==> src/hw/rtl/spi_flash_command_sequencer_defines.svh <==
`ifndef SPI_FLASH_COMMAND_SEQUENCER_DEFINES_SVH
`define SPI_FLASH_COMMAND_SEQUENCER_DEFINES_SVH

// Same-cycle implication, sampled on aclk and held off during reset.
`define SFCS_ASSERT_IMP(label, ante, cons, msg) \
    label: assert property (@(posedge aclk) disable iff (!aresetn) (ante) |-> (cons)) \
        else $error(msg);

// Next-cycle implication, sampled on aclk and held off during reset.
`define SFCS_ASSERT_NXT(label, ante, cons, msg) \
    label: assert property (@(posedge aclk) disable iff (!aresetn) (ante) |=> (cons)) \
        else $error(msg);

`endif

==> src/hw/rtl/sfcs_pkg.sv <==
`default_nettype none

package sfcs_pkg;

    localparam int PAGE_BITS  = 8;
    localparam int PAGE_BYTES = 1 << PAGE_BITS;
    localparam int MAX_READ   = 1024;

    // Result buffer: at most three results per transaction.
    localparam int MAX_RES   = 3;
    localparam int RES_SLOTS = 4;

    localparam logic [16:0] POLL_LIMIT_RESET = 17'd100000;

    // Input commands.
    localparam logic [2:0] CMD_ERASE   = 3'd0;
    localparam logic [2:0] CMD_PROGRAM = 3'd1;
    localparam logic [2:0] CMD_READ    = 3'd2;
    localparam logic [2:0] CMD_READ_ID = 3'd3;
    localparam logic [2:0] CMD_DATA    = 3'd4;
    localparam logic [2:0] CMD_RESP    = 3'd5;

    // Operations held while a sequence runs.
    localparam logic [1:0] OP_ERASE   = 2'd0;
    localparam logic [1:0] OP_PROGRAM = 2'd1;
    localparam logic [1:0] OP_READ    = 2'd2;
    localparam logic [1:0] OP_ID      = 2'd3;

    // Result kinds.
    localparam logic [1:0] KIND_XFER    = 2'd0;
    localparam logic [1:0] KIND_RELEASE = 2'd1;
    localparam logic [1:0] KIND_RD_BYTE = 2'd2;
    localparam logic [1:0] KIND_DONE    = 2'd3;

    // Flash opcodes and fixed bytes.
    localparam logic [7:0] OPC_WREN    = 8'h06;
    localparam logic [7:0] OPC_PROGRAM = 8'h02;
    localparam logic [7:0] OPC_READ    = 8'h03;
    localparam logic [7:0] OPC_ERASE   = 8'h81;
    localparam logic [7:0] OPC_RDID    = 8'h9F;
    localparam logic [7:0] OPC_RDSR    = 8'h05;
    localparam logic [7:0] DUMMY_BYTE  = 8'hFF;

    localparam logic STAT_OK  = 1'b0;
    localparam logic STAT_ERR = 1'b1;

    typedef struct packed {
        logic [2:0]  command;
        logic [23:0] address;
        logic [10:0] length;
        logic [7:0]  data_byte;
        logic        spi_failed;
    } sfcs_in_t;

    typedef struct packed {
        logic [1:0]  kind;
        logic [7:0]  byte_value;
        logic        status;
        logic [23:0] device_id;
        logic        last;
    } sfcs_out_t;

    typedef struct packed {
        logic [1:0]                count;
        sfcs_out_t [MAX_RES-1:0]   item;
    } sfcs_res_t;

    function automatic sfcs_out_t mk_item(input logic [1:0] kind, input logic [7:0] value,
                                          input logic st, input logic [23:0] id);
        sfcs_out_t r;
        r.kind       = kind;
        r.byte_value = value;
        r.status     = st;
        r.device_id  = id;
        r.last       = 1'b0;
        return r;
    endfunction

    // Command byte followed by the three address bytes; erase sends a zero last.
    function automatic logic [7:0] header_byte(input logic [1:0] op, input logic [23:0] addr,
                                               input logic [1:0] idx);
        logic [7:0] b;
        case (idx)
            2'd0: begin
                b = (op == OP_ERASE) ? OPC_ERASE : ((op == OP_PROGRAM) ? OPC_PROGRAM : OPC_READ);
            end
            2'd1: begin
                b = addr[23:16];
            end
            2'd2: begin
                b = addr[15:8];
            end
            default: begin
                b = (op == OP_ERASE) ? 8'h00 : addr[7:0];
            end
        endcase
        return b;
    endfunction

endpackage

`default_nettype wire

==> src/hw/rtl/sfcs_seq.sv <==
`default_nettype none

`include "spi_flash_command_sequencer_defines.svh"

module sfcs_seq (
    input  wire logic              aclk,
    input  wire logic              aresetn,
    input  wire logic              fire,
    input  wire sfcs_pkg::sfcs_in_t item,
    input  wire logic [16:0]       poll_limit,
    output sfcs_pkg::sfcs_res_t    res
);
    import sfcs_pkg::*;

    typedef enum logic [3:0] {
        PH_IDLE,
        PH_WE_CMD,
        PH_ST_CMD,
        PH_ST_DATA,
        PH_HEADER,
        PH_PROG_WAIT,
        PH_PROG_DATA,
        PH_READ_DATA,
        PH_ID_CMD,
        PH_ID_DATA,
        PH_POLL_CMD,
        PH_POLL_DATA
    } phase_t;

    phase_t      phase_reg, phase_next;
    logic [1:0]  op_reg, op_next;
    logic [23:0] addr_reg, addr_next;
    logic [10:0] left_reg, left_next;
    logic [1:0]  hidx_reg, hidx_next;
    logic [23:0] id_reg, id_next;
    logic [16:0] polls_reg, polls_next;

    sfcs_out_t [MAX_RES-1:0] r;
    logic [1:0]  n;
    logic [1:0]  hidx_inc;
    logic [10:0] left_dec;
    logic [16:0] polls_dec;
    logic [23:0] id_shift;
    logic [12:0] page_end;
    logic        prog_reject;
    logic [10:0] read_len;
    logic        failed;
    logic [7:0]  rx;

    sfcs_out_t rel_item;
    sfcs_out_t err_item;

    assign hidx_inc    = hidx_reg + 2'd1;
    assign left_dec    = left_reg - 11'd1;
    assign polls_dec   = polls_reg - 17'd1;
    assign failed      = item.spi_failed;
    assign rx          = item.data_byte;
    assign id_shift    = {id_reg[15:0], rx};
    assign page_end    = 13'(item.address[PAGE_BITS-1:0]) + 13'(item.length);
    assign prog_reject = (item.length == 11'd0) || (page_end > 13'(PAGE_BYTES));
    assign read_len    = (item.length > 11'(MAX_READ)) ? 11'(MAX_READ) : item.length;
    assign rel_item    = mk_item(KIND_RELEASE, 8'h00, STAT_OK, 24'h0);
    assign err_item    = mk_item(KIND_DONE, 8'h00, STAT_ERR, 24'h0);

    always_comb begin
        phase_next = phase_reg;
        op_next    = op_reg;
        addr_next  = addr_reg;
        left_next  = left_reg;
        hidx_next  = hidx_reg;
        id_next    = id_reg;
        polls_next = polls_reg;
        r          = '0;
        n          = 2'd0;

        if (item.command <= CMD_READ_ID) begin
            if (phase_reg == PH_IDLE) begin
                op_next   = item.command[1:0];
                addr_next = item.address;
                hidx_next = 2'd0;
                case (item.command[1:0])
                    OP_ID: begin
                        r[0] = mk_item(KIND_XFER, OPC_RDID, STAT_OK, 24'h0);
                        n = 2'd1;
                        phase_next = PH_ID_CMD;
                    end
                    OP_PROGRAM: begin
                        if (prog_reject) begin
                            r[0] = err_item;
                            n = 2'd1;
                            phase_next = PH_IDLE;
                        end else begin
                            left_next = item.length;
                            r[0] = mk_item(KIND_XFER, OPC_WREN, STAT_OK, 24'h0);
                            n = 2'd1;
                            phase_next = PH_WE_CMD;
                        end
                    end
                    OP_READ: begin
                        if (item.length == 11'd0) begin
                            r[0] = err_item;
                            n = 2'd1;
                            phase_next = PH_IDLE;
                        end else begin
                            left_next = read_len;
                            r[0] = mk_item(KIND_XFER, OPC_READ, STAT_OK, 24'h0);
                            n = 2'd1;
                            phase_next = PH_HEADER;
                        end
                    end
                    default: begin
                        r[0] = mk_item(KIND_XFER, OPC_WREN, STAT_OK, 24'h0);
                        n = 2'd1;
                        phase_next = PH_WE_CMD;
                    end
                endcase
            end
        end else if (item.command == CMD_DATA) begin
            if (phase_reg == PH_PROG_WAIT) begin
                r[0] = mk_item(KIND_XFER, rx, STAT_OK, 24'h0);
                n = 2'd1;
                phase_next = PH_PROG_DATA;
            end
        end else if (item.command == CMD_RESP) begin
            case (phase_reg)
                PH_WE_CMD: begin
                    r[0] = rel_item;
                    n = 2'd2;
                    if (failed) begin
                        r[1] = err_item;
                        phase_next = PH_IDLE;
                    end else begin
                        r[1] = mk_item(KIND_XFER, OPC_RDSR, STAT_OK, 24'h0);
                        phase_next = PH_ST_CMD;
                    end
                end
                PH_ST_CMD: begin
                    if (failed) begin
                        // A failed status command still goes on to the header.
                        r[0] = rel_item;
                        r[1] = mk_item(KIND_XFER, header_byte(op_reg, addr_reg, 2'd0),
                                       STAT_OK, 24'h0);
                        n = 2'd2;
                        hidx_next = 2'd0;
                        phase_next = PH_HEADER;
                    end else begin
                        r[0] = mk_item(KIND_XFER, DUMMY_BYTE, STAT_OK, 24'h0);
                        n = 2'd1;
                        phase_next = PH_ST_DATA;
                    end
                end
                PH_ST_DATA: begin
                    r[0] = rel_item;
                    n = 2'd2;
                    // A failed status read counts as all ones, so WEL looks set.
                    if (!failed && !rx[1]) begin
                        r[1] = err_item;
                        phase_next = PH_IDLE;
                    end else begin
                        r[1] = mk_item(KIND_XFER, header_byte(op_reg, addr_reg, 2'd0),
                                       STAT_OK, 24'h0);
                        hidx_next = 2'd0;
                        phase_next = PH_HEADER;
                    end
                end
                PH_HEADER: begin
                    if (failed) begin
                        r[0] = rel_item;
                        r[1] = err_item;
                        n = 2'd2;
                        phase_next = PH_IDLE;
                    end else begin
                        hidx_next = hidx_inc;
                        if (hidx_inc != 2'd0) begin
                            r[0] = mk_item(KIND_XFER, header_byte(op_reg, addr_reg, hidx_inc),
                                           STAT_OK, 24'h0);
                            n = 2'd1;
                        end else if (op_reg == OP_ERASE) begin
                            r[0] = rel_item;
                            r[1] = mk_item(KIND_XFER, OPC_RDSR, STAT_OK, 24'h0);
                            n = 2'd2;
                            phase_next = PH_POLL_CMD;
                        end else if (op_reg == OP_PROGRAM) begin
                            phase_next = PH_PROG_WAIT;
                        end else begin
                            r[0] = mk_item(KIND_XFER, DUMMY_BYTE, STAT_OK, 24'h0);
                            n = 2'd1;
                            phase_next = PH_READ_DATA;
                        end
                    end
                end
                PH_PROG_DATA: begin
                    if (failed) begin
                        r[0] = rel_item;
                        r[1] = err_item;
                        n = 2'd2;
                        phase_next = PH_IDLE;
                    end else begin
                        left_next = left_dec;
                        if (left_dec == 11'd0) begin
                            r[0] = rel_item;
                            r[1] = mk_item(KIND_XFER, OPC_RDSR, STAT_OK, 24'h0);
                            n = 2'd2;
                            phase_next = PH_POLL_CMD;
                        end else begin
                            phase_next = PH_PROG_WAIT;
                        end
                    end
                end
                PH_READ_DATA: begin
                    if (failed) begin
                        r[0] = rel_item;
                        r[1] = err_item;
                        n = 2'd2;
                        phase_next = PH_IDLE;
                    end else begin
                        r[0] = mk_item(KIND_RD_BYTE, rx, STAT_OK, 24'h0);
                        left_next = left_dec;
                        if (left_dec == 11'd0) begin
                            r[1] = rel_item;
                            r[2] = mk_item(KIND_DONE, 8'h00, STAT_OK, 24'h0);
                            n = 2'd3;
                            phase_next = PH_IDLE;
                        end else begin
                            r[1] = mk_item(KIND_XFER, DUMMY_BYTE, STAT_OK, 24'h0);
                            n = 2'd2;
                        end
                    end
                end
                PH_ID_CMD: begin
                    if (failed) begin
                        r[0] = rel_item;
                        r[1] = err_item;
                        n = 2'd2;
                        phase_next = PH_IDLE;
                    end else begin
                        hidx_next = 2'd0;
                        id_next = 24'h0;
                        r[0] = mk_item(KIND_XFER, DUMMY_BYTE, STAT_OK, 24'h0);
                        n = 2'd1;
                        phase_next = PH_ID_DATA;
                    end
                end
                PH_ID_DATA: begin
                    if (failed) begin
                        r[0] = rel_item;
                        r[1] = err_item;
                        n = 2'd2;
                        phase_next = PH_IDLE;
                    end else begin
                        id_next = id_shift;
                        hidx_next = hidx_inc;
                        if (hidx_inc == 2'd3) begin
                            r[0] = rel_item;
                            r[1] = mk_item(KIND_DONE, 8'h00, STAT_OK, id_shift);
                            n = 2'd2;
                            phase_next = PH_IDLE;
                        end else begin
                            r[0] = mk_item(KIND_XFER, DUMMY_BYTE, STAT_OK, 24'h0);
                            n = 2'd1;
                        end
                    end
                end
                PH_POLL_CMD: begin
                    // Poll failures still report success.
                    if (failed) begin
                        r[0] = rel_item;
                        r[1] = mk_item(KIND_DONE, 8'h00, STAT_OK, 24'h0);
                        n = 2'd2;
                        phase_next = PH_IDLE;
                    end else begin
                        polls_next = (poll_limit == 17'd0) ? 17'd1 : poll_limit;
                        r[0] = mk_item(KIND_XFER, DUMMY_BYTE, STAT_OK, 24'h0);
                        n = 2'd1;
                        phase_next = PH_POLL_DATA;
                    end
                end
                PH_POLL_DATA: begin
                    r[0] = rel_item;
                    r[1] = mk_item(KIND_DONE, 8'h00, STAT_OK, 24'h0);
                    n = 2'd2;
                    phase_next = PH_IDLE;
                    if (!failed && rx[0]) begin
                        polls_next = polls_dec;
                        if (polls_dec != 17'd0) begin
                            r[0] = mk_item(KIND_XFER, DUMMY_BYTE, STAT_OK, 24'h0);
                            r[1] = '0;
                            n = 2'd1;
                            phase_next = PH_POLL_DATA;
                        end
                    end
                end
                default: begin
                    phase_next = phase_reg;
                end
            endcase
        end

        if (n != 2'd0) begin
            r[n - 2'd1].last = 1'b1;
        end
    end

    assign res.count = n;
    assign res.item  = r;

    always_ff @(posedge aclk) begin
        if (!aresetn) begin
            phase_reg <= PH_IDLE;
            op_reg    <= 2'd0;
            addr_reg  <= 24'h0;
            left_reg  <= 11'd0;
            hidx_reg  <= 2'd0;
            id_reg    <= 24'h0;
            polls_reg <= 17'd0;
        end else if (fire) begin
            phase_reg <= phase_next;
            op_reg    <= op_next;
            addr_reg  <= addr_next;
            left_reg  <= left_next;
            hidx_reg  <= hidx_next;
            id_reg    <= id_next;
            polls_reg <= polls_next;
        end
    end

    `SFCS_ASSERT_IMP(a_last_marked, fire && (res.count != 2'd0), res.item[res.count - 2'd1].last, "final result of a transaction lacks last")
    `SFCS_ASSERT_NXT(a_done_idles, fire && (res.count != 2'd0) && (res.item[res.count - 2'd1].kind == KIND_DONE), phase_reg == PH_IDLE, "done result did not return the sequencer to idle")

endmodule

`default_nettype wire

==> src/hw/rtl/sfcs_res_buf.sv <==
`default_nettype none

`include "spi_flash_command_sequencer_defines.svh"

module sfcs_res_buf (
    input  wire logic              aclk,
    input  wire logic              aresetn,
    input  wire logic              push,
    input  wire sfcs_pkg::sfcs_res_t grp,
    output logic                   room,
    output logic                   m_valid,
    input  wire logic              m_ready,
    output sfcs_pkg::sfcs_out_t    m_item
);
    import sfcs_pkg::*;

    sfcs_out_t [RES_SLOTS-1:0] slots_reg, slots_next;
    logic [2:0] count_reg, count_next;
    logic [2:0] cnt_ap;
    logic [2:0] pos;
    logic       pop;

    assign m_valid = (count_reg != 3'd0);
    assign m_item  = slots_reg[0];
    assign pop     = m_valid && m_ready;
    assign cnt_ap  = count_reg - {2'b00, pop};
    // Room for a full group of results after this cycle's pop.
    assign room    = (cnt_ap <= 3'(RES_SLOTS - MAX_RES));

    always_comb begin
        slots_next = slots_reg;
        pos = 3'd0;
        for (int i = 0; i < RES_SLOTS - 1; i++) begin
            if (pop) begin
                slots_next[i] = slots_reg[i + 1];
            end
        end
        for (int i = 0; i < RES_SLOTS; i++) begin
            pos = 3'(i) - cnt_ap;
            if (push && (3'(i) >= cnt_ap) && (pos < {1'b0, grp.count})) begin
                slots_next[i] = grp.item[pos[1:0]];
            end
        end
        count_next = cnt_ap + (push ? {1'b0, grp.count} : 3'd0);
    end

    always_ff @(posedge aclk) begin
        if (!aresetn) begin
            count_reg <= 3'd0;
        end else begin
            count_reg <= count_next;
        end
        slots_reg <= slots_next;
    end

    `SFCS_ASSERT_IMP(a_no_overflow, push, (cnt_ap + {1'b0, grp.count}) <= 3'(RES_SLOTS), "result buffer overflow")
    `SFCS_ASSERT_NXT(a_idle_drains, pop && !push, count_reg == $past(count_reg) - 3'd1, "result buffer count did not drop on a pop")

endmodule

`default_nettype wire

==> src/hw/rtl/spi_flash_command_sequencer.sv <==
// An accepted transaction is registered at the input, processed by the sequencer once the
// result buffer has room, and its results are registered in that buffer for the m_ side.
// Throughput: one transaction per cycle while each yields at most one result and m_ready
// stays high; one that yields several sends them one by one over the single result port
// through a four-entry buffer. Reset (aresetn low at a clock edge): sequencer idle,
// counters cleared, buffer empty, poll_limit_reg back to 100000.
`default_nettype none

`include "spi_flash_command_sequencer_defines.svh"

module spi_flash_command_sequencer (
    input  wire logic              aclk,
    input  wire logic              aresetn,
    input  wire logic              cfg_wr_en,
    input  wire logic [16:0]       cfg_wr_data,
    input  wire logic              s_valid,
    output logic                   s_ready,
    input  wire sfcs_pkg::sfcs_in_t s_item,
    output logic                   m_valid,
    input  wire logic              m_ready,
    output sfcs_pkg::sfcs_out_t    m_item
);
    import sfcs_pkg::*;

    logic        in_valid_reg;
    sfcs_in_t    in_item_reg;
    logic [16:0] poll_limit_reg;
    logic        room;
    logic        fire;
    sfcs_res_t   res;

    assign fire    = in_valid_reg && room;
    assign s_ready = !in_valid_reg || fire;

    always_ff @(posedge aclk) begin
        if (!aresetn) begin
            in_valid_reg   <= 1'b0;
            poll_limit_reg <= POLL_LIMIT_RESET;
        end else begin
            if (s_ready) begin
                in_valid_reg <= s_valid;
            end
            if (cfg_wr_en) begin
                poll_limit_reg <= cfg_wr_data;
            end
        end
        if (s_valid && s_ready) begin
            in_item_reg <= s_item;
        end
    end

    sfcs_seq u_seq (
        .aclk       (aclk),
        .aresetn    (aresetn),
        .fire       (fire),
        .item       (in_item_reg),
        .poll_limit (poll_limit_reg),
        .res        (res)
    );

    sfcs_res_buf u_res_buf (
        .aclk    (aclk),
        .aresetn (aresetn),
        .push    (fire),
        .grp     (res),
        .room    (room),
        .m_valid (m_valid),
        .m_ready (m_ready),
        .m_item  (m_item)
    );

    `SFCS_ASSERT_NXT(a_held_item, in_valid_reg && !room, in_valid_reg && $stable(in_item_reg), "pending transaction lost while the result buffer was full")

endmodule

`default_nettype wire

==> config.mk <==
export PLATFORM = sky130hd
export DESIGN_NAME = spi_flash_command_sequencer
export DESIGN_NICKNAME = d
export VERILOG_FILES = /design/src/hw/rtl/sfcs_pkg.sv /design/src/hw/rtl/sfcs_seq.sv /design/src/hw/rtl/sfcs_res_buf.sv /design/src/hw/rtl/spi_flash_command_sequencer.sv
export VERILOG_INCLUDE_DIRS = /design/src /design/src/hw/rtl
export SDC_FILE = /design/constraint.sdc
export NUM_CORES = 1
export LEC_CHECK = 0
export BUFFER_PORTS_ARGS = -buffer_cell sky130_fd_sc_hd__buf_2
export CORE_ASPECT_RATIO = 0.5
export CORE_MARGIN = 2
export CORE_UTILIZATION = 60
export DETAILED_ROUTE_END_ITERATION = 10
export PLACE_DENSITY = 0.79
export SLEW_MARGIN = 20
export SYNTH_ARGS = -nofsm -noshare
export SYNTH_HDL_FRONTEND = slang
export SYNTH_SLANG_ARGS = --single-unit
==> constraint.sdc <==
create_clock -name aclk -period 8 [get_ports aclk]
set_clock_uncertainty 0.1 [all_clocks]
set_input_delay 0.4 -clock aclk [delete_from_list [all_inputs] [get_ports aclk]]
set_output_delay 0.4 -clock aclk [all_outputs]
set_load 0.01 [all_outputs]
; ---- Word-level counts from Yosys, hierarchy flattened
; Index checks and enable logic that the tools add are counted.
[word_totals]
regBits = 288
inputBits = 69
output_inout_bits = 38
word_cells = 282
[op_classes]
n_addsub = 11
n_lt_le_gt_ge = 18
eq_ne = 38
mux = 129
bitwise_logic = 2
reduce_logical = 49
[ops]
columns = cell, n
row1 = two-way mux 36 bit, 25
row2 = case mux 72 bit (10 select lines), 1
row3 = two-way mux 72 bit, 8
row4 = binary-select mux 36 bit (select 2 bit), 4
row5 = two-way mux 108 bit, 2
row6 = bitwise mux 108 bit, 1
row7 = case mux 36 bit (3 select lines), 1
row8 = two-way mux 35 bit, 3
row9 = two-way mux 34 bit, 3
row10 = two-way mux 11 bit, 9
row11 = demux 36 bit (select 2 bit), 1
row12 = two-way mux 4 bit, 18
row13 = two-way mux 65 bit, 1
row14 = two-way mux 29 bit, 2
row15 = two-way mux 17 bit, 3
row16 = two-way mux 2 bit, 24
row17 = case mux 4 bit (10 select lines), 1
row18 = case mux 17 bit (2 select lines), 1
row19 = two-way mux 16 bit, 2
row20 = case mux 16 bit (2 select lines), 1
row21 = case mux 8 bit (3 select lines), 1
row22 = zero test 11 bit, 2
row23 = case mux 11 bit (2 select lines), 1
row24 = AND reduction 9 bit, 2
row25 = 54 further kinds, 130

; ---- Logic depth before layout (Yosys ltp)
[logic_depth]
word_depth = 19
ltp_mapped = 18
mapped_depth_nobuf = 15

; ---- Modules after synthesis
; From an unflattened synthesis, not the netlist that was laid out.
[hier_totals]
cells_unflattened = 1862
area_unflattened_um2 = 17650.7
[by_module_without_submodules]
columns = mod, n_inst, cells_each, area_per_inst_um2, seq_area_each_um2
row1 = sfcs_res_buf, 1, 874, 9235.1, 4384.2
row2 = sfcs_seq, 1, 881, 6316.1, 1521.5
row3 = spi_flash_command_sequencer, 1, 107, 2099.5, 1771.7

; ---- Worst setup path after synthesis
; No wires, ideal clock.
[synth_timing]
kind = reg-to-reg
start = register u_seq.polls_reg[0]
end = register u_res_buf.slots_reg[108] in the netlist's numbering (enable)
setup_ns = 0.519
t_arrival_ns = 6.184
required_time_ns = 7.381
slack_ns = 1.197
path_stages_with_launch = 15
n_path_buf = 2
synth_period_minus_slack_ns = 6.803
cell_sequence = dfxtp_1 inv_1 ha_1 buf_2 nor4b_2 xor2_1 or3_1 a211oi_1 and4_4 buf_6 a211o_2 nand2_2 ha_1 a21oi_1 nor4_1
[synth_between]
elab_chain_len = 10
[synth_rtl]
columns = element, line_no
row1 = from (decl), sfcs_seq.sv:36  ; logic [16:0] polls_reg, polls_next;
row2 = from (signal assigned), sfcs_seq.sv:323  ; polls_reg <= polls_next;
row3 = subtractor 17 x 1 -> 17 bit, sfcs_seq.sv:55  ; assign polls_dec = polls_reg - 17'd1;
row4 = nonzero test 17 bit, sfcs_seq.sv:285  ; if (polls_dec != 17'd0) begin
row5 = two-way mux 2 bit, sfcs_seq.sv:285
row6 = two-way mux 2 bit, sfcs_seq.sv:283  ; if (!failed && rx[0]) begin
row7 = case mux 2 bit (7 select lines), sfcs_seq.sv:125  ; case (phase_reg)
row8 = two-way mux 2 bit, sfcs_seq.sv:124  ; end else if (item.command == CMD_RESP) begin
row9 = two-way mux 2 bit, sfcs_seq.sv:118  ; end else if (item.command == CMD_DATA) begin
row10 = two-way mux 2 bit, sfcs_seq.sv:76  ; if (item.command <= CMD_READ_ID) begin
row11 = < comparator 3 x 2 -> 1 bit, sfcs_res_buf.sv:40  ; if (push && (3'(i) >= cnt_ap) && (pos < {1'b0, grp.count})) begin
row12 = logical AND 1 bit, sfcs_res_buf.sv:40
row13 = to (signal assigned), sfcs_res_buf.sv:53  ; slots_reg <= slots_next;
row14 = to (decl), sfcs_res_buf.sv:17  ; sfcs_out_t [RES_SLOTS-1:0] slots_reg, slots_next;
; Every way passes these cells.
; A chain may end at the register's enable or synchronous reset.

==> impl_metrics.toml <==
[outcome]
outcome = "finished, final reports clean"

[synth]
post-synth-top-count-cell = "edfxtp_1"
ys_seq_area_frac = 0.4955
synth_area_um2 = 15490
ys_seq_elements = 288
synth_area_leaders = "edfxtp_1 (37%), dfxtp_1 (13%), mux2i_1 (4.8%), nand2_1 (4.5%), nor2_1 (3.7%)"
yosys_warnings = 0
synth.avg_cell_area_um2 = 9.751
synth_edf_count = 191
yosys_most_used_dff = "edfxtp_1"
async_flop_share = 0
yosysTopAreaCellShare = 0.3702
synth_fp_nets = 1694
syn-instance-count = 1589
yosysUniqueCellTypes = 94
synth_top_area_cell = "edfxtp_1"
synthTopCellsByCount = "edfxtp_1 (191), nand2_1 (185), nor2_1 (153), a21oi_1 (112), dfxtp_1 (97)"

[critical_path]
worstReg2RegStart = "u_res_buf.count_reg[1]$_SDFF_PN0_"
cp_slowest_cell = "ha_1"
crit_chain = "or3_1 -> nand2_1 -> inv_1 -> ha_1 -> ha_1 -> clkinv_1 -> ha_1 -> inv_1 -> ha_1 -> nor4_1 -> and2_4 -> mux2_2"
timing.critical_path.required_ns = 8.20
r2r-end = "u_res_buf.m_item[26]$_DFFE_PP_"
crit_start = "u_res_buf.count_reg[1]$_SDFF_PN0_"
slowest_delay_ns = 0.79
crit_type = "register to register"
rrSetupSlack_ns = 2.23
critPathMostFrequentCell = "ha_1"
crit_arrival_ns = 5.98
start_kind = "register"
rr_worst_depth = 12
path_max_fanout = 33
worstSetupEndpointType = "register"

[timing]
fmax_mhz = 173.2
fin_crit_ns = 5.774
tightest_slew_ns = 1.082
layout_worst_path_cycle_share = 0.7217
hold_viol_final = 0
setup_violations = 0
fin_hold_ws_ns = 0.02525
slew_headroom = 0.2771
tns_ns = 0
slew_viol_final = 0
rsz0062_at_grt = "false"

[placed_design]
gp_congestion = 0.9505
place.port_buffers = 106
dp_hpwl_mm = 27.52
place_area_um2 = 15930

[detailed_routing]
ant_nets = 0
wl_mm = 40.59
drcViolationCount = 0
vias_per_cell = 6.190
vias = 12610
drt_pass1_iterations = 7
drt_iter0_markers = 1267
post_drt_wl_per_cell_um = 19.92

[floorplan]
initial_core_util = 0.6126
die_h_um = 117.6
num_rows = 41
core_area_um2 = 25290
die_area_um2 = 27200
io_pins = 107
die_w_um = 231.3

[grt]
grt_max_degree = 71
grt_pass1_wl_mm = 64.35
grt_overflow_total = 0
grt_usage = 0.2955
grt_pass1_vias = 12140
antenna_found_initial = 0

[cells_and_area]
drive_gt1_frac = 0.1435
n_antenna_cell = 0
syn2layout_area_growth_pct = 12.77
nNetsFinal = 1778
multi_input_comb_area_um2 = 6895
largest_reg_flops = 108
final_area_um2 = 17470
final_util = 0.6908
n_fill_cell = 1923
regArea_um2 = 7677

[cts]
ctsResizeCount = 0
clock-root-buffer = "clkbuf_16"
clock_path_buffers = 3
tritoncts = "built"
cts_sinks = 288
htreeDepth = 1
clkTransAtPathRegs_ns = 0.07
clkLatencyLatePin_ns = 0.56
cts_buffers = 26

[run]
max_cap_viol_count = 0

[pwr]
pwr_density_cell_nw_per_um2 = 278.1
finalPower_mw = 4.859
p_leak_nw = 6.408
vdd_ir_drop_max_mv = 0.2050

[min_path]
hold_class = "input port to register"
worst_hold_path.endpoint = "poll_limit_reg[1]$_SDFFE_PN0P_"
whs_path_depth = 3
hold_start = "cfg_wr_data[1]"
[stage by stage]
step	setup WS [ns]	cells
finish	2.226	2037
global route	1.795	2037
CTS	2.291	2037
detailed placement	2.345	1925
global placement	2.535	1925
floorplan	1.197	1589
[cells by family after synthesis]
group                    after synthesis  synth area share
XOR/XNOR                              13          0.007349
AND/OR/NAND/NOR                      557            0.1723
flip-flops                           288            0.4955
buffers and inverters                203           0.06267
adder cells (fa/ha/maj)               36           0.03004
AO/OA/AOI/OAI                        403            0.1723
multiplexers                          89           0.05992
[cell usage in the layout (no fill, tap or decap), drive strengths merged, types with 17 or more instances in the layout]
master       count
edfxtp         191
nand2          186
nor2           153
buf            127
a21oi          114
dfxtp           97
o21ai           94
mux2i           74
inv             69
dlygate4sd3     64
nand3           45
ha              34
clkbuf          34
and2            31
nor3            28
a22oi           23
a31oi           23
a21boi          20
nor4            18
nand4           17
a31o            17
[area by class of cell]
class,instances,share of cell area
Clock buffer,34,0.04239
Clock inverter,14,0.008235
Inverter,68,0.01461
Multi-Input combinational cell,1098,0.3947
Sequential cell,288,0.4394
Tap cell,344,0.02463
Timing Repair Buffer,191,0.07605
[power by group]
group          internal (mW)  total, mW  switching (mW)
Clock                  0.723       1.29           0.566
Combinational          0.507       1.48           0.968
Sequential              1.96       2.09           0.135
[routing by layer]
metal | share of wire | GRT usage | vias up | wire length [um]
met4 | 0.031 | 0.08952 | 0 | 1278
met2 | 0.47 | 0.4813 | 539 | 19020
met3 | 0.070 | 0.04409 | 105 | 2843
met1 | 0.43 | 0.4097 | 6059 | 17440
li1 | - | - | 5906 | -
met5 | 0 | 0 | - | 0
[critical path, delay by kind of cell (launching register included)]
kind | cells | cell delay, ns
adders and majority gates | 4 | 1.91
buffers and inverters | 3 | 0.92
DFF | 1 | 0.31
muxes | 1 | 0.40
and+or+nand+nor | 4 | 1.87
[timing repair]
| action | CTS | global route |
|---|---|---|
| hold endpoints to repair | 64 | 0 |
| setup buffers | 0 | 0 |
| hold buffers | 64 | 0 |
[worst max path at each step]
stage	end	slack, ns	depth (start not counted)
floorplan	u_res_buf.slots_reg[108]$_DFFE_PP_	1.20	14
global placement	u_res_buf.m_item[26]$_DFFE_PP_	2.53	12
detailed placement	u_res_buf.m_item[29]$_DFFE_PP_	2.34	12
CTS	u_res_buf.m_item[29]$_DFFE_PP_	2.29	12
global route	u_res_buf.m_item[26]$_DFFE_PP_	1.79	12
finish	u_res_buf.m_item[26]$_DFFE_PP_	2.23	12
Note: power is estimated with default switching activity, not from simulation.
